--- config.mk ---
export PLATFORM = sky130hd
export DESIGN_NAME = sccb_register_master
export DESIGN_NICKNAME = d
export VERILOG_FILES = /design/src/hdl/scm_pkg.sv /design/src/hdl/scm_step.sv /design/src/hdl/scm_rsp_reg.sv /design/src/hdl/sccb_register_master.sv
export VERILOG_INCLUDE_DIRS = /design/src /design/src/hdl
export SDC_FILE = /design/constraint.sdc
export NUM_CORES = 1
export LEC_CHECK = 0
export BUFFER_PORTS_ARGS = -buffer_cell sky130_fd_sc_hd__buf_4
export CAP_MARGIN = 25
export CORE_MARGIN = 5
export CORE_UTILIZATION = 31
export DETAILED_ROUTE_END_ITERATION = 16
export PLACE_DENSITY = 0.51
export SYNTH_ARGS = -nofsm -noshare
export SYNTH_HDL_FRONTEND = slang
export SYNTH_SLANG_ARGS = --single-unit
--- constraint.sdc ---
create_clock -name clock -period 3.8 [get_ports clock]
set_clock_uncertainty 0.15 [all_clocks]
set_input_delay 0.38 -clock clock [delete_from_list [all_inputs] [get_ports clock]]
set_output_delay 0.38 -clock clock [all_outputs]
set_load 0.005 [all_outputs]
--- src/hdl/sccb_register_master_macros.svh ---
// Assertion macros shared by the SCCB register master RTL.
// Included by the files that carry concurrent assertions; no other dependencies.
`ifndef SCCB_REGISTER_MASTER_MACROS_SVH
`define SCCB_REGISTER_MASTER_MACROS_SVH
`ifndef SYNTHESIS
// Checks a property on every rising clock edge outside reset.
`define SCM_ASSERT(label, clk, rst, prop) \
   label: assert property (@(posedge clk) disable iff (rst) (prop)) \
      else $error("sccb_register_master: assertion failed");
// Checks that the consequent holds in the cycle after the antecedent.
`define SCM_ASSERT_NEXT(label, clk, rst, ante, cons) \
   label: assert property (@(posedge clk) disable iff (rst) (ante) |=> (cons)) \
      else $error("sccb_register_master: assertion failed");
`else
`define SCM_ASSERT(label, clk, rst, prop)
`define SCM_ASSERT_NEXT(label, clk, rst, ante, cons)
`endif
`endif

--- src/hdl/scm_pkg.sv ---
// Types, codes and constants of the SCCB register master.
// Used by scm_step, scm_rsp_reg and sccb_register_master; no dependencies.
`default_nettype none

package scm_pkg;

   localparam logic [1:0] OP_TICK  = 2'd0;
   localparam logic [1:0] OP_WRITE = 2'd1;
   localparam logic [1:0] OP_READ  = 2'd2;

   localparam logic [7:0] DEVICE_ADDRESS_RESET = 8'd66;

   // Bus segment; the phase within a segment is kept separately.
   typedef enum logic [3:0] {
      SEG_IDLE      = 4'd0,
      SEG_STARTA    = 4'd1,
      SEG_DEVW      = 4'd2,
      SEG_ACKDEV    = 4'd3,
      SEG_REG       = 4'd4,
      SEG_ACKREG    = 4'd5,
      SEG_DATA      = 4'd6,
      SEG_ACKDATA   = 4'd7,
      SEG_STOPEND   = 4'd8,
      SEG_STOPABORT = 4'd9,
      SEG_STOPMID   = 4'd10,
      SEG_STARTB    = 4'd11,
      SEG_DEVR      = 4'd12,
      SEG_ACKDEVR   = 4'd13,
      SEG_RX        = 4'd14,
      SEG_MACK      = 4'd15
   } seg_type;

   typedef enum logic [1:0] {
      STATUS_OK         = 2'd0,
      STATUS_BUS_BUSY   = 2'd1,
      STATUS_LINE_STUCK = 2'd2,
      STATUS_NO_ACK     = 2'd3
   } status_type;

   typedef struct packed {
      seg_type    seg;
      logic [1:0] phase;
      logic [3:0] bit_count;
      logic [7:0] shift_byte;
      logic [7:0] bytes_left;
      logic [7:0] held_reg_addr;
      logic [7:0] held_write_data;
      logic       is_read;
      logic       scl;
      logic       sda;
   } state_type;

   typedef struct packed {
      logic       scl;
      logic       sda;
      logic       busy;
      logic       done;
      status_type status;
      logic [7:0] read_data;
      logic       read_valid;
      logic       read_last;
   } result_type;

   localparam state_type STATE_RESET = '{
      seg:             SEG_IDLE,
      phase:           2'd0,
      bit_count:       4'd0,
      shift_byte:      8'd0,
      bytes_left:      8'd0,
      held_reg_addr:   8'd0,
      held_write_data: 8'd0,
      is_read:         1'b0,
      scl:             1'b1,
      sda:             1'b1
   };

endpackage

`default_nettype wire

--- src/hdl/scm_step.sv ---
// Combinational bus phase logic: next controller state and result of one item.
// Depends on scm_pkg.
`default_nettype none

module scm_step (
   input  scm_pkg::state_type  cur,
   input  logic [1:0]          operation,
   input  logic [7:0]          reg_addr,
   input  logic [7:0]          write_data,
   input  logic [7:0]          read_length,
   input  logic                sda_in,
   input  logic [7:0]          device_address,
   output scm_pkg::state_type  nxt,
   output scm_pkg::result_type res
);
   import scm_pkg::*;

   logic       is_cmd;
   logic [3:0] bc_inc;
   logic [7:0] rx_shift;
   logic [7:0] bl_dec;

   assign is_cmd   = operation inside {OP_WRITE, OP_READ};
   assign bc_inc   = cur.bit_count + 4'd1;
   assign rx_shift = {cur.shift_byte[6:0], sda_in};
   assign bl_dec   = (cur.bytes_left != 8'd0) ? cur.bytes_left - 8'd1 : cur.bytes_left;

   always_comb begin
      nxt = cur;
      res = '0;
      if (cur.seg == SEG_IDLE) begin
         if (is_cmd) begin
            nxt.held_reg_addr   = reg_addr;
            nxt.held_write_data = write_data;
            nxt.bytes_left      = read_length;
            nxt.is_read         = (operation == OP_READ);
            nxt.seg             = SEG_STARTA;
            nxt.phase           = 2'd0;
         end
      end else if (!is_cmd) begin
         // By default the segment advances to its next phase.
         nxt.phase = cur.phase + 2'd1;
         case (cur.seg)
            SEG_STARTA, SEG_STARTB: begin
               case (cur.phase)
                  2'd0: nxt.sda = 1'b1;
                  2'd1: begin
                     nxt.scl = 1'b1;
                     if (!sda_in) begin
                        res.done   = 1'b1;
                        res.status = STATUS_BUS_BUSY;
                        nxt.seg    = SEG_IDLE;
                        nxt.phase  = 2'd0;
                     end
                  end
                  2'd2: begin
                     nxt.sda = 1'b0;
                     if (sda_in) begin
                        res.done   = 1'b1;
                        res.status = STATUS_LINE_STUCK;
                        nxt.seg    = SEG_IDLE;
                        nxt.phase  = 2'd0;
                     end
                  end
                  default: begin
                     nxt.scl       = 1'b0;
                     nxt.bit_count = 4'd0;
                     nxt.phase     = 2'd0;
                     if (cur.seg == SEG_STARTA) begin
                        nxt.seg        = SEG_DEVW;
                        nxt.shift_byte = device_address;
                     end else begin
                        nxt.seg        = SEG_DEVR;
                        nxt.shift_byte = device_address + 8'd1;
                     end
                  end
               endcase
            end
            SEG_DEVW, SEG_REG, SEG_DATA, SEG_DEVR: begin
               case (cur.phase)
                  2'd0: nxt.scl = 1'b0;
                  2'd1: begin
                     nxt.sda        = cur.shift_byte[7];
                     nxt.shift_byte = {cur.shift_byte[6:0], 1'b0};
                  end
                  default: begin
                     nxt.scl   = 1'b1;
                     nxt.phase = 2'd0;
                     if (bc_inc >= 4'd8) begin
                        nxt.bit_count = 4'd0;
                        nxt.seg       = seg_type'(cur.seg + 4'd1);
                     end else begin
                        nxt.bit_count = bc_inc;
                     end
                  end
               endcase
            end
            SEG_ACKDEV, SEG_ACKREG, SEG_ACKDATA, SEG_ACKDEVR: begin
               case (cur.phase)
                  2'd0: nxt.scl = 1'b0;
                  2'd1: nxt.sda = 1'b1;
                  default: begin
                     nxt.scl   = 1'b1;
                     nxt.phase = 2'd0;
                     // The acks after the register address and data byte are ignored.
                     case (cur.seg)
                        SEG_ACKDEV: begin
                           if (sda_in) begin
                              nxt.seg = SEG_STOPABORT;
                           end else begin
                              nxt.seg        = SEG_REG;
                              nxt.shift_byte = cur.held_reg_addr;
                              nxt.bit_count  = 4'd0;
                           end
                        end
                        SEG_ACKREG: begin
                           if (cur.is_read) begin
                              nxt.seg = SEG_STOPMID;
                           end else begin
                              nxt.seg        = SEG_DATA;
                              nxt.shift_byte = cur.held_write_data;
                              nxt.bit_count  = 4'd0;
                           end
                        end
                        SEG_ACKDATA: nxt.seg = SEG_STOPEND;
                        default: begin
                           if (sda_in) begin
                              nxt.seg = SEG_STOPABORT;
                           end else if (cur.bytes_left == 8'd0) begin
                              nxt.seg = SEG_STOPEND;
                           end else begin
                              nxt.seg        = SEG_RX;
                              nxt.shift_byte = 8'd0;
                              nxt.bit_count  = 4'd0;
                           end
                        end
                     endcase
                  end
               endcase
            end
            SEG_STOPEND, SEG_STOPABORT, SEG_STOPMID: begin
               case (cur.phase)
                  2'd0: nxt.scl = 1'b0;
                  2'd1: nxt.sda = 1'b0;
                  2'd2: nxt.scl = 1'b1;
                  default: begin
                     nxt.sda   = 1'b1;
                     nxt.phase = 2'd0;
                     if (cur.seg == SEG_STOPMID) begin
                        nxt.seg = SEG_STARTB;
                     end else begin
                        res.done   = 1'b1;
                        res.status = (cur.seg == SEG_STOPABORT) ? STATUS_NO_ACK : STATUS_OK;
                        nxt.seg    = SEG_IDLE;
                     end
                  end
               endcase
            end
            SEG_RX: begin
               if (cur.phase == 2'd0) begin
                  nxt.scl = 1'b0;
                  nxt.sda = 1'b1;
               end else begin
                  nxt.scl        = 1'b1;
                  nxt.shift_byte = rx_shift;
                  nxt.phase      = 2'd0;
                  if (bc_inc >= 4'd8) begin
                     res.read_valid = 1'b1;
                     res.read_data  = rx_shift;
                     res.read_last  = (cur.bytes_left == 8'd1);
                     nxt.bit_count  = 4'd0;
                     nxt.seg        = SEG_MACK;
                  end else begin
                     nxt.bit_count = bc_inc;
                  end
               end
            end
            default: begin
               // Master ack phase: the last byte gets a no-ack.
               case (cur.phase)
                  2'd0: nxt.scl = 1'b0;
                  2'd1: nxt.sda = (cur.bytes_left <= 8'd1);
                  2'd2: nxt.scl = 1'b1;
                  default: begin
                     nxt.scl        = 1'b0;
                     nxt.bytes_left = bl_dec;
                     nxt.phase      = 2'd0;
                     if (bl_dec == 8'd0) begin
                        nxt.seg = SEG_STOPEND;
                     end else begin
                        nxt.seg        = SEG_RX;
                        nxt.shift_byte = 8'd0;
                        nxt.bit_count  = 4'd0;
                     end
                  end
               endcase
            end
         endcase
      end
      res.scl  = nxt.scl;
      res.sda  = nxt.sda;
      res.busy = (nxt.seg != SEG_IDLE);
   end

endmodule

`default_nettype wire

--- src/hdl/scm_rsp_reg.sv ---
// Result register of the SCCB register master with its output handshake.
// Depends on scm_pkg.
`default_nettype none

module scm_rsp_reg (
   input  logic                clock,
   input  logic                reset,
   input  logic                load,
   input  scm_pkg::result_type load_res,
   output logic                can_load,
   output logic                rsp_tvalid,
   input  logic                rsp_tready,
   // scl_out, sda_out, busy_res, done_res, status[1:0], read_data[7:0],
   // read_valid, zero fill
   output logic [15:0]         rsp_tdata,
   output logic                rsp_tlast   // read_last
);
   import scm_pkg::*;

   logic       rsp_valid_ff;
   logic       rsp_valid_in;
   result_type rsp_res_ff;

   // A new result may enter when the register is empty or is drained this cycle.
   assign can_load     = !rsp_valid_ff || rsp_tready;
   assign rsp_valid_in = load || (rsp_valid_ff && !rsp_tready);

   always_ff @(posedge clock) begin
      if (reset) begin
         rsp_valid_ff <= 1'b0;
      end else begin
         rsp_valid_ff <= rsp_valid_in;
      end
   end

   always_ff @(posedge clock) begin
      if (load) begin
         rsp_res_ff <= load_res;
      end
   end

   assign rsp_tvalid = rsp_valid_ff;
   assign rsp_tdata  = {1'b0, rsp_res_ff.read_valid, rsp_res_ff.read_data,
                        rsp_res_ff.status, rsp_res_ff.done, rsp_res_ff.busy,
                        rsp_res_ff.sda, rsp_res_ff.scl};
   assign rsp_tlast  = rsp_res_ff.read_last;

endmodule

`default_nettype wire

--- src/hdl/sccb_register_master.sv ---
// Top level of the SCCB register master: controller state, device address
// register and result channel. Depends on scm_pkg, scm_step, scm_rsp_reg and the macros header.
`default_nettype none
`include "sccb_register_master_macros.svh"

// SCCB register master. Each transfer on the req_ channel moves the bus by one
// phase (a tick) or, while the controller is idle, latches a register write or
// register read command; the next ticks then run start, address bytes, data,
// acks and stop, with the sampled SDA level of each phase carried in sda_in.
// Every accepted item yields exactly one result on the rsp_ channel in the next
// cycle, holding the line levels, busy, done with its status, and any received
// byte. An item is accepted in every clock: the whole phase step is one pass of
// combinational logic between the state register and the result register, and
// the only throttle is the result register itself, which stalls req_tready while
// a result waits and rsp_tready is low. The user must write the device address
// register (csr_wen, csr_wdata) only while idle; the block does not enforce it.
module sccb_register_master (
   input  logic        clock,
   input  logic        reset,
   input  logic        csr_wen,
   input  logic [7:0]  csr_wdata,
   input  logic        req_tvalid,
   output logic        req_tready,
   // reg_addr[7:0], write_data[7:0], read_length[7:0], sda_in, zero fill
   input  logic [31:0] req_tdata,
   // operation[1:0]
   input  logic [1:0]  req_tuser,
   output logic        rsp_tvalid,
   input  logic        rsp_tready,
   // scl_out, sda_out, busy_res, done_res, status[1:0], read_data[7:0],
   // read_valid, zero fill
   output logic [15:0] rsp_tdata,
   output logic        rsp_tlast   // read_last
);
   import scm_pkg::*;

   logic [7:0] device_addr_ff;
   state_type  state_ff;
   state_type  state_in;
   result_type step_res;
   logic       req_accept;
   logic       can_load;

   assign req_tready = can_load;
   assign req_accept = req_tvalid && can_load;

   always_ff @(posedge clock) begin
      if (reset) begin
         device_addr_ff <= DEVICE_ADDRESS_RESET;
      end else if (csr_wen) begin
         device_addr_ff <= csr_wdata;
      end
   end

   scm_step u_step (
      .cur            (state_ff),
      .operation      (req_tuser),
      .reg_addr       (req_tdata[7:0]),
      .write_data     (req_tdata[15:8]),
      .read_length    (req_tdata[23:16]),
      .sda_in         (req_tdata[24]),
      .device_address (device_addr_ff),
      .nxt            (state_in),
      .res            (step_res)
   );

   always_ff @(posedge clock) begin
      if (reset) begin
         state_ff <= STATE_RESET;
      end else if (req_accept) begin
         state_ff <= state_in;
      end
   end

   scm_rsp_reg u_rsp_reg (
      .clock      (clock),
      .reset      (reset),
      .load       (req_accept),
      .load_res   (step_res),
      .can_load   (can_load),
      .rsp_tvalid (rsp_tvalid),
      .rsp_tready (rsp_tready),
      .rsp_tdata  (rsp_tdata),
      .rsp_tlast  (rsp_tlast)
   );

   `SCM_ASSERT_NEXT(a_done_goes_idle, clock, reset,
      req_accept && step_res.done, state_ff.seg == SEG_IDLE)
   `SCM_ASSERT_NEXT(a_byte_then_mack, clock, reset,
      req_accept && step_res.read_valid, state_ff.seg == SEG_MACK)
   `SCM_ASSERT_NEXT(a_cmd_starts, clock, reset,
      req_accept && (state_ff.seg == SEG_IDLE) &&
         ((req_tuser == OP_WRITE) || (req_tuser == OP_READ)),
      (state_ff.seg == SEG_STARTA) && (state_ff.phase == 2'd0))
   `SCM_ASSERT(a_status_needs_done, clock, reset,
      (step_res.status != STATUS_OK) |-> step_res.done)
   `SCM_ASSERT(a_bit_count_range, clock, reset, state_ff.bit_count <= 4'd8)
   `SCM_ASSERT_NEXT(a_csr_written, clock, reset,
      csr_wen, device_addr_ff == $past(csr_wdata))

endmodule

`default_nettype wire

* Yosys cells after proc, flatten, opt, wreduce, memory -nomap -nowiden
Index checks and enable logic that the tools add are counted.
** Word-level totals
- Word-level logic and storage cells :: 155
- Output and inout port bits :: 19
- Register bits after elaboration :: 70
- Bits of input ports :: 47
** Operators by class
- Bitwise operators :: 5
- Reductions and logical operators :: 29
- Equal/unequal tests :: 35
- Mux-type cells :: 59
- $add $sub $neg :: 5
- $lt $le $gt $ge :: 2
** Operators with widths (number)
- 2-to-1 mux 12 bit :: 6
- one-hot mux 12 bit (5 select lines) :: 1
- 2-to-1 mux 26 bit :: 2
- 2-to-1 mux 8 bit :: 5
- 2-to-1 mux 18 bit :: 2
- one-hot mux 12 bit (3 select lines) :: 1
- 2-to-1 mux 6 bit :: 5
- one-hot mux 6 bit (5 select lines) :: 1
- AND reduction 15 bit :: 2
- equality test 4 bit (second input constant) :: 7
- 2-to-1 mux 4 bit :: 7
- 2-to-1 mux 25 bit :: 1
- 2-to-1 mux 3 bit :: 7
- one-hot mux 6 bit (3 select lines) :: 1
- equality test 4 x 3 -> 1 bit (second input constant) :: 4
- zero test 8 bit :: 2
- OR reduction 14 bit :: 1
- != test 2 bit (second input constant) :: 6
- one-hot mux 1 bit (2 select lines) :: 6
- one-hot mux 3 bit (2 select lines) :: 2
- one-hot mux 4 bit (3 select lines) :: 1
- OR reduction 4 bit :: 3
- 2-to-1 mux 10 bit :: 1
- one-hot mux 2 bit (5 select lines) :: 1
- 33 further kinds :: 60

* Logic depth before layout (Yosys ltp)
Gate-level depths: netlist of the first run.
- Depth in word-level cells :: 9
- Mapped depth :: 11
- Mapped depth without buffers :: 9

* Modules after synthesis
From an unflattened synthesis of the first run, not the netlist that was laid out.
** Unflattened totals
- Cell total of the unflattened synthesis :: 671
- Area total of the unflattened synthesis :: 5716.7 um2
** By module, submodules not included
- sccb_register_master :: cells an instance 231, times used 1, sequential area each 1061.0 um2, area each 2607.5 um2
- scm_step :: cells an instance 418, times used 1, sequential area each 0.0 um2, area each 2571.2 um2
- scm_rsp_reg :: cells an instance 22, times used 1, sequential area each 500.5 um2, area each 538.0 um2

* Least setup slack after synthesis of the first run
OpenSTA, ideal clock, no wires.
- Path type :: reg2reg
- Start :: register state_ff[41] (netlist bit)
- End :: register state_ff[22] (netlist bit)
- Arrival time :: 2391 ps
- Path buffers :: 1
- Period minus slack after synthesis :: 2679 ps
- Slack :: 1121 ps
- Setup time :: 138 ps
- Data required time :: 3512 ps
- Cell stages (with the launch flop) :: 10
- Cells stage by stage :: dfxtp_1 > inv_1 > ha_1 > nor3_1 > o22ai_1 > o41ai_1 > nand2_1 > clkbuf_1 > a211oi_1 > nor3_1
** Between the ends
- Longest elaborated chain between the ends :: 4
- Elaborated cells on any way between the ends :: 22
- Classes of those cells :: 18 x eq/ne; 1 x mux; 3 x reduce/logical
** Ends and longest elaborated chain
- start: declaration :: RTL line sccb_register_master.sv:38 : state_type state_ff;
- start signal: assignment :: RTL line sccb_register_master.sv:71 : state_ff <= state_in;
- equality test 4 bit (tied with other cells) :: RTL line scm_step.sv:43 : case (cur.seg)
- OR reduction 14 bit (no line)
- != test 2 x 1 -> 1 bit (no line)
- AND reduction 5 bit (no line)
Parallel ways exist; a longest one is shown, timed or not.
A chain may end at the register's enable or synchronous reset.

* Final worst setup path of the first run
- Start :: register state_ff[42] (netlist bit)
- End :: register state_ff[31] (netlist bit)
** Between the ends
- Longest elaborated chain between the ends :: 4
- Elaborated cells on any way between the ends :: 38
- Classes of those cells :: 25 x eq/ne; 5 x mux; 2 x bitwise; 6 x reduce/logical
** Ends and longest elaborated chain (RTL line)
- equality test 4 x 2 -> 1 bit (tied with other cells) :: scm_step.sv:43
- OR reduction 4 bit (tied with other cells) :: scm_step.sv:43
- != test 5 bit (no line) (tied with other cells)
- AND reduction 15 bit (no line) / one-hot mux 12 bit (5 select lines) (equally long branches)
Parallel ways exist; a longest one is shown, timed or not. The select of a mux whose other input is x is not followed.

==> results.sh, run 1 <==
export IMPL_crit_reg2reg_capture="state_ff[31]"
export IMPL_rsz0062_at_grt="false"
export IMPL_vias=4265
export IMPL_drt_antenna_violating_nets=0
export IMPL_final_core_util_pct=37.43
export IMPL_cts_tree="done"
export IMPL_htreeDepth=3
export IMPL_period_share_pct=90.60
export IMPL_power_density_nw_per_um2=391.5
export IMPL_row_count=44
export IMPL_place_gp_congestion=0.8955
export IMPL_drive_gt1_share_pct=19.01
export IMPL_drc=0
export IMPL_dieArea_um2=17050
export IMPL_placement_io_buffers=57
export IMPL_path_max_fanout=14
export IMPL_crit_path_start_kind="flop"
export IMPL_syn_area_per_cell_um2=8.135
export IMPL_die_w_um=130.6
export IMPL_worst_slew_pin_slew_ns=0.7842
export IMPL_syn_nets=617
export IMPL_track_usage_pct=15.97
export IMPL_synthTopCellsByArea="dfxtp_1 24%, edfxtp_1 11%, a21oi_1 6.0%, nand2_1 5.1%, nor2_1 5.1%"
export IMPL_synth_area_um2=4507
export IMPL_synth_top_area_cell="dfxtp_1"
export IMPL_ys_seq_elements=70
export IMPL_finalHoldViolCount=0
export IMPL_grt_pass1_vias=4029
export IMPL_synth_distinct_cells=76
export IMPL_antenna_found_initial=0
export IMPL_worstSetupStartpoint="state_ff[42]"
export IMPL_drt_iter0_markers=343
export IMPL_r2r_start="state_ff[42]"
export IMPL_critPathArrivalTime_ns=3.50
export IMPL_worstSetupEndpointType="flop"
export IMPL_clkLatencyLatePin_ns=0.34
export IMPL_synthCells=554
export IMPL_cts_made_buffers=9
export IMPL_cts_setup_buffers=0
export IMPL_synth_edf_count=16
export IMPL_io_pins=66
export IMPL_cts_buffer_depth=2
export IMPL_cts_root_buf="clkbuf_16"
export IMPL_wl_per_cell_um=17.03
export IMPL_fmax_ghz=0.2905
export IMPL_drtPass1Iterations=5
export IMPL_start_util_pct=31.37
export IMPL_grt_max_degree=55
export IMPL_yosysTopAreaCellShare_pct=23.99
export IMPL_hold_buffers=0
export IMPL_synthArstFlopShare_pct=0
export IMPL_worst_setup_path_type="reg2reg"
export IMPL_final_max_slew_violation_count=0
export IMPL_die_h_um=130.6
export IMPL_grt_pass1_wl_mm=21.25
export IMPL_area_growth_pct=19.32
export IMPL_run_status="finished clean"
export IMPL_synth_seq_area_share_pct=34.65
export IMPL_leakage_nw=2.007
export IMPL_reg2reg_depth=9
export IMPL_worstPathRequired_ns=3.85
export IMPL_wl_mm=13.44
export IMPL_crit_end="state_ff[31]"
export IMPL_cts_sinks=70
export IMPL_place_hpwl_mm=9.971
export IMPL_core_region_area_um2=14370
export IMPL_fin_setup_tns_ns=0
export IMPL_period_minus_slack_ns=3.443
export IMPL_reg2reg_slack_ns=0.36
export IMPL_setup_viol=0
export IMPL_via_per_inst=5.406
export IMPL_clk_pin_slew_ns=0.06
export IMPL_ys_warn_count=0
export IMPL_drv_cap=0
export IMPL_synthFlopType="dfxtp_1"
export IMPL_hp_class="in2reg"
export IMPL_peakVddDrop_v=0.0001589
export IMPL_fin_nets=663
export IMPL_num_antenna_cells=0
export IMPL_gr_total_overflow=0
export IMPL_cts_resized_gates=0
export IMPL_slew_headroom_pct=47.65
[synth_stat cells (all sizes together) (5+ instances only)]
cell type,count
ha,16
mux2i,16
nor2,65
a21oi,56
inv,16
and2,13
a22oi,13
nand3,16
edfxtp,16
a211oi,16
a221oi,6
dfxtp,54
clkbuf,24
buf,10
or2,9
nor2b,7
xnor2,6
o211ai,6
o22ai,5
o21ai,21
nand2,61
and3,9
nor3,13
nand4,6
nand2b,7
[critical path: stages, from the launching register on]
cell	delay, ns
dfxtp_1	0.48
inv_1	0.16
ha_1	0.32
nor3_1	0.58
o22ai_1	0.28
a311oi_2	0.38
o211ai_1	0.19
a21oi_4	0.46
mux2i_1	0.25
nor2_1	0.05
[how the worst min path moves through the flow]
stage | startpoint | to | slack (ns) | depth (start not counted)
floorplan | state_ff[10] | state_ff[10] | 0.29 | 2
global placement | state_ff[5] | state_ff[5] | 0.29 | 2
detailed placement | state_ff[10] | state_ff[10] | 0.30 | 2
CTS | csr_wdata[1] | device_addr_ff[1] | 0.08 | 2
global route | csr_wdata[1] | device_addr_ff[1] | 0.1 | 2
finish | csr_wdata[1] | device_addr_ff[1] | 0.09 | 2
[flip-flops by register name, indices dropped and copies added, names as in the netlist]
| name | flops |
|---|---|
| device_addr_ff | 8 |
| u_rsp_reg.rsp_tdata | 15 |
| state_ff | 45 |
| u_rsp_reg.rsp_tvalid | 1 |
| u_rsp_reg.rsp_tlast | 1 |
[metal layers]
metal	routed length [µm]	share of wire, %	global-route usage, %
met3	675	5.0	2.886
met2	5979	44	24.23
met1	6443	48	22.09
met5	0	0	0
met4	339	2.5	7.199
[area by class of cell]
type	instances	area, µm²
Clock buffer	11	242.7
Clock inverter	5	33.78
Fill cell	1482	8991
Inverter	17	63.81
Multi-Input combinational cell	433	2728
Sequential cell	70	1562
Tap cell	184	230.2
Timing Repair Buffer	69	518.0
[logic make-up after synthesis]
logic type	Yosys count	share of synthesized area, %
and+or+nand+nor	223	24.10
other	1	0.08321
muxes	17	3.803
adders and majority gates	16	4.442
buffers and inverters	51	4.831
DFF	70	34.65
AOI/OAI and AO/OA	166	26.15
xor gates and xnor gates	10	1.943
[power by group]
part,total (mW),internal (mW),switching (mW)
clock network,0.783,0.459,0.323
logic,0.485,0.200,0.284
registers,0.838,0.799,0.0387
[through the flow]
step / area, µm² / std cells / setup slack [ns] / hold WS (ns) / total power [mW]
after floorplan: 4507 / 554 / 1.121 / 0.2860 / 1.171
after detailed placement: 5101 / 773 / 0.5024 / 0.2993 / 1.334
final: 5378 / 789 / 0.3573 / 0.09366 / 2.105
after CTS: 5378 / 789 / 0.4846 / 0.07977 / 2.137
after global routing: 5378 / 789 / 0.1741 / 0.09789 / 2.217
after global placement: 5101 / 773 / 0.5270 / 0.2944 / 1.333
[layout by cell type, fill, tap and decap left out, types with 20 or more instances in the layout]
cell type  instances
nor2_1            61
a21oi_1           54
o21ai_0           20
dfxtp_1           54
nand2_1           61
buf_4             69
Power figures use the tool's default switching activity.
==> run 2, diff against run 1 <==
- ABC_AREA: not set -> 1
==> results.sh, run 2 <==
export IMPL_run_status="finished clean"
export IMPL_busiest_layer="met2"
export IMPL_wl_mm=13.31
export IMPL_synthTopCellsByArea="dfxtp_1 24%, nand2_1 11%, edfxtp_1 11%, nor2_1 7.4%, o21ai_0 7.3%"
export IMPL_intPower_mw=1.469
export IMPL_slowest_stage="dfxtp_1"
export IMPL_synth_most_common_cell="nand2_1"
export IMPL_htreeDepth=3
export IMPL_synthCells=662
export IMPL_worst_slew_pin_slew_ns=0.5896
export IMPL_use_met1_pct=22.62
export IMPL_multi_input_area_um2=2495
export IMPL_period_share_pct=75.52
export IMPL_hold_buffers=0
export IMPL_cts_setup_buffers=0
export IMPL_fin_setup_tns_ns=0
export IMPL_fillers=1523
export IMPL_seq_power_share_pct=38.1
export IMPL_peakVddDrop_v=0.0002259
export IMPL_cts_sinks=70
export IMPL_cts_root_buf="clkbuf_16"
export IMPL_synthFlopType="dfxtp_1"
export IMPL_die_w_um=130.2
export IMPL_cts_buffer_depth=2
export IMPL_use_met2_pct=24.29
export IMPL_rsz0062_at_grt="false"
export IMPL_ys_warn_count=0
export IMPL_synthArstFlopShare_pct=0
export IMPL_syn_area_per_cell_um2=6.770
export IMPL_via_per_inst=4.896
export IMPL_fmax_ghz=0.3485
export IMPL_worstSetupEndpointType="flop"
export IMPL_final_max_slew_violation_count=0
export IMPL_drv_cap=0
export IMPL_antenna_found_initial=0
export IMPL_cpPeakStageDelay_ns=0.53
export IMPL_mostFrequentLayoutCells="131 x nand2_1, 88 x nor2_1, 71 x inv_1, 65 x o21ai_0, 59 x buf_4"
export IMPL_cts_resized_gates=0
export IMPL_die_h_um=130.2
export IMPL_grt_pass1_wl_mm=21.05
export IMPL_track_usage_pct=15.88
export IMPL_num_antenna_cells=0
export IMPL_start_util_pct=31.19
export IMPL_synthTopCellsByCount="131 x nand2_1, 88 x nor2_1, 71 x inv_1, 65 x o21ai_0, 54 x dfxtp_1"
export IMPL_placement_io_buffers=57
export IMPL_synth_distinct_cells=40
export IMPL_switching_share_pct=35.01
export IMPL_slew_headroom_pct=60.65
export IMPL_clk_pin_slew_ns=0.06
export IMPL_period_minus_slack_ns=2.870
export IMPL_largest_register="state_ff"
export IMPL_drc=0
export IMPL_wl_per_cell_um=14.75
export IMPL_synth_seq_area_share_pct=34.84
export IMPL_cts_tree="done"
export IMPL_min_path_cells=3
export IMPL_synth_area_um2=4482
export IMPL_power_density_nw_per_um2=423.0
export IMPL_grtUsageMet3_pct=2.743
export IMPL_synth_top_area_cell="dfxtp_1"
export IMPL_grt_pass1_vias=4050
export IMPL_final_core_util_pct=37.19
export IMPL_reg2reg_slack_ns=0.93
export IMPL_crit_reg2reg_capture="u_rsp_reg.rsp_tdata[2]"
export IMPL_r2r_start="state_ff[39]"
export IMPL_reg2reg_depth=13
export IMPL_hp_class="in2reg"
export IMPL_path_buf_inv=4
export IMPL_cts_made_buffers=9
export IMPL_crit_path_cell_trace="inv_1 -> ha_1 -> nor2_2 -> buf_4 -> inv_1 -> nand2_1 -> inv_1 -> a21oi_1 -> nand3_1 -> o21ai_1 -> nand2_1 -> nor2_1 -> nand3_1"
export IMPL_largest_reg_flops=45
export IMPL_dieArea_um2=16960
export IMPL_core_region_area_um2=14370
export IMPL_leakage_nw=2.354
export IMPL_drtPass1Iterations=5
export IMPL_cpMostUsedCell="inv_1"
export IMPL_worst_setup_path_type="reg2reg"
export IMPL_gr_total_overflow=0
export IMPL_critPathArrivalTime_ns=2.80
export IMPL_hp_start="csr_wdata[6]"
export IMPL_clkPwrFrac_pct=34.6
export IMPL_power_switching_mw=0.7915
export IMPL_io_pins=66
export IMPL_drt_antenna_violating_nets=0
export IMPL_path_delay_family="simple AND/OR/NAND/NOR gates"
export IMPL_drive_gt1_share_pct=17.13
export IMPL_crit_path_start_kind="flop"
export IMPL_grt_max_degree=35
export IMPL_syn_nets=725
export IMPL_drt_iter0_markers=283
export IMPL_setup_viol=0
export IMPL_place_hpwl_mm=10.19
export IMPL_register_area_um2=1562
export IMPL_finalHoldViolCount=0
export IMPL_min_to="device_addr_ff[6]"
export IMPL_vias=4416
export IMPL_ys_seq_elements=70
export IMPL_row_count=44
export IMPL_area_growth_pct=19.24
export IMPL_yosysTopAreaCellShare_pct=24.12
export IMPL_place_gp_congestion=0.9068
export IMPL_synth_edf_count=16
export IMPL_clkLatencyLatePin_ns=0.34
export IMPL_path_max_fanout=11
export IMPL_worstPathRequired_ns=3.73
export IMPL_p_comb_share_pct=27.4
export IMPL_final_common_cell="nand2_1"
export IMPL_fin_nets=776
==> run 2: changes by cell type in the layout (fill, tap and decap cells not counted), sizes merged, moves of 7 or more <==
cell / change
nor2: +41
nor2b: -7
nand2b: -7
and2: -13
o21ai: +52
buf: -9
mux2i: -16
nand2: +81
nand3: +37
or2: -8
a211oi: -13
inv: +68
a22oi: -13
==> run 2: cell type report <==
| cell class | count | share of cell area (%) |
|---|---|---|
| clock buffers | 9 | 4.214 |
| clock inverters | 7 | 0.8897 |
| inverters | 83 | 5.877 |
| multi-input cells | 489 | 46.69 |
| flip-flops and latches | 70 | 29.22 |
| well taps | 184 | 4.308 |
| repair buffers | 60 | 8.804 |
==> run 2: through the flow <==
| step | hold slack [ns] | setup WS (ns) | instances | cell area, µm² | total power, mW |
|---|---|---|---|---|---|
| final | 0.09946 | 0.9304 | 902 | 5344 | 2.261 |
| after detailed placement | 0.3076 | 0.9864 | 886 | 5071 | 1.490 |
| after global routing | 0.1100 | 0.6475 | 902 | 5344 | 2.400 |
| after CTS | 0.08730 | 0.9534 | 902 | 5344 | 2.286 |
| after global placement | 0.3061 | 1.007 | 885 | 5044 | 1.484 |
| after floorplan | 0.2798 | 1.334 | 662 | 4482 | 1.307 |
==> run 2: logic make-up (layout without fill, tap and decap cells) <==
logic type / count (synthesis) / in the layout / synth area share (%)
flip-flops: 70 / 70 / 34.84
other: 1 / 1 / 0.08367
XOR/XNOR: 1 / 1 / 0.1955
AND/OR/NAND/NOR: 325 / 325 / 32.75
adder cells (fa/ha/maj): 16 / 16 / 4.467
AO/OA/AOI/OAI: 146 / 146 / 18.17
buffers and inverters: 103 / 159 / 9.492
==> run 2: worst max path at each step <==
stage | from | to | slack (ns) | depth (start not counted)
5_1_grt | state_ff[39] | u_rsp_reg.rsp_tdata[2] | 0.65 | 13
4_1_cts | state_ff[39] | u_rsp_reg.rsp_tdata[2] | 0.95 | 13
3_3_place_gp | state_ff[42] | state_ff[2] | 1.01 | 11
3_5_place_dp | state_ff[39] | u_rsp_reg.rsp_tdata[2] | 0.99 | 13
6_report | state_ff[39] | u_rsp_reg.rsp_tdata[2] | 0.93 | 13
2_1_floorplan | state_ff[39] | u_rsp_reg.rsp_tdata[2] | 1.33 | 13
==> run 2: metal layers <==
metal / vias to the layer above / share of wire, %
met5: - / 0
met4: 0 / 1.5
met3: 16 / 4.4
met2: 114 / 45
met1: 2013 / 49
li1: 2273 / -
==> run 2: tightest hold or removal path: stages <==
cell,delay [ns]
buf_4,0.08
a21oi_1,0.05
o21ai_0,0.06
==> run 2: power groups by stage <==
stage          Sequential [mW]  Combinational [mW]  Clock, mW
2_1_floorplan            0.863               0.444          0
3_3_place_gp             0.874               0.609          0
3_5_place_dp             0.876               0.614          0
4_1_cts                  0.860               0.617      0.809
5_1_grt                  0.867               0.695      0.837
6_report                 0.861               0.618      0.782
==> run 3, diff against run 2 <==
- PLACE_DENSITY: 0.51 -> 0.52
- clock period: 3.8 -> 2.5 ns (I/O delays scaled with it)
==> results.sh, run 3 (synthesis results as in run 2) <==
export IMPL_run_status="finished clean"
export IMPL_setup_viol=0
export IMPL_largest_reg_flops=45
export IMPL_path_max_fanout=5
export IMPL_placed_area_um2=5564
export IMPL_via_per_inst=4.786
export IMPL_peakVddDrop_v=0.0003096
export IMPL_worst_setup_path_type="reg2reg"
export IMPL_wl_per_cell_um=13.94
export IMPL_drc=0
export IMPL_drtPass1Iterations=5
export IMPL_final_max_slew_violation_count=0
export IMPL_fin_cells=987
export IMPL_fin_area_um2=6087
export IMPL_vias=4724
export IMPL_drive_gt1_share_pct=24.53
export IMPL_final_common_cell="nand2_1"
export IMPL_num_antenna_cells=0
export IMPL_clk_pin_slew_ns=0.06
export IMPL_reg2reg_depth=12
export IMPL_grt_pass1_wl_mm=21.69
export IMPL_clkLatencyLatePin_ns=0.35
export IMPL_antenna_found_initial=0
export IMPL_leakage_nw=2.762
export IMPL_cts_made_buffers=9
export IMPL_drt_antenna_violating_nets=0
export IMPL_mostFrequentLayoutCells="130 x nand2_1, 123 x buf_4, 86 x nor2_1, 70 x inv_1, 65 x o21ai_0"
export IMPL_placement_io_buffers=57
export IMPL_track_usage_pct=16.43
export IMPL_cts_tree="done"
export IMPL_hold_ws_ns=0.01588
export IMPL_worstPathRequired_ns=2.44
export IMPL_period_share_pct=93.55
export IMPL_dp_cells=951
export IMPL_crit_path_start_kind="flop"
export IMPL_die_w_um=130.2
export IMPL_area_growth_pct=35.82
export IMPL_grt_max_degree=34
export IMPL_r2r_start="state_ff[39]"
export IMPL_gr_total_overflow=0
export IMPL_hp_class="in2reg"
export IMPL_start_util_pct=31.19
export IMPL_largest_register="state_ff"
export IMPL_place_hpwl_mm=10.60
export IMPL_fin_setup_tns_ns=0
export IMPL_htreeDepth=3
export IMPL_grt_pass1_vias=4270
export IMPL_dieArea_um2=16960
export IMPL_cts_root_buf="clkbuf_16"
export IMPL_finalHoldViolCount=0
export IMPL_power_mw=3.705
export IMPL_fmax_ghz=0.4276
export IMPL_worstSetupEndpointType="flop"
export IMPL_die_h_um=130.2
export IMPL_cts_setup_buffers=0
export IMPL_core_region_area_um2=14370
export IMPL_row_count=44
export IMPL_cts_sinks=70
export IMPL_drt_iter0_markers=376
export IMPL_io_pins=66
export IMPL_place_gp_congestion=0.9654
export IMPL_wl_mm=13.76
export IMPL_worstSetupStartpoint="state_ff[39]"
export IMPL_power_density_nw_per_um2=608.6
export IMPL_drv_cap=0
export IMPL_rsz0062_at_grt="false"
export IMPL_min_path_cells=3
export IMPL_critPathArrivalTime_ns=2.28
export IMPL_period_minus_slack_ns=2.339
export IMPL_cts_buffer_depth=2
export IMPL_fin_nets=861
export IMPL_hp_start="req_tvalid"
## run 3: report_power, final
group	switching (mW)	total [mW]	internal [mW]
Sequential	0.0581	1.30	1.24
Clock	0.510	1.24	0.730
Combinational	0.678	1.16	0.486
## run 3: area by class of cell
| class | count | area (µm²) |
|---|---|---|
| fill | 1500 | 8282 |
| clock inverter | 5 | 32.53 |
| multi-input combinational | 489 | 2525 |
| tap | 184 | 230.2 |
| inverter | 83 | 316.6 |
| timing repair buffer | 145 | 1164 |
| clock buffer | 11 | 254.0 |
| sequential | 70 | 1565 |
## run 3: per-layer routing
metal / track usage (%) / share of wire, % / vias up
met2: 24.83 / 45 / 110
li1: - / - / 2454
met3: 2.702 / 4.5 / 22
met5: 0 / 0 / -
met4: 7.518 / 2.5 / 0
met1: 22.88 / 48 / 2138
## run 3: metrics by stage
step / setup slack (ns) / util, %
after floorplan: 0.03414 / -
after global placement: 0.09514 / 38.72
after detailed placement: 0.06155 / 38.72
after CTS: 0.04217 / 42.11
after global routing: 0.02093 / 42.36
final: 0.1613 / 42.36
## run 3: final timing paths
path	endpoint	slack, ns
max reg2reg	u_rsp_reg.rsp_tdata[2]	0.16
min	u_rsp_reg.rsp_tvalid	0.02
min reg2reg	state_ff[32]	0.31
max	u_rsp_reg.rsp_tdata[2]	0.16
## run 3: worst max-delay path, cell delays in order (launching register included)
cell and delay [ns]:
dfxtp_2 0.37, inv_1 0.11, ha_1 0.29, nor2_2 0.20, inv_1 0.07, nand2_1 0.09
inv_1 0.06, a21oi_1 0.20, nand3_1 0.12, o21ai_1 0.15, nand2_1 0.08, nor2_1 0.13
nand3_1 0.09
## run 3: repair_timing
item                       CTS  global route
hold endpoints to repair    18             0
setup endpoints to repair    0            26
gates resized for setup      0            12
hold buffers                20             0
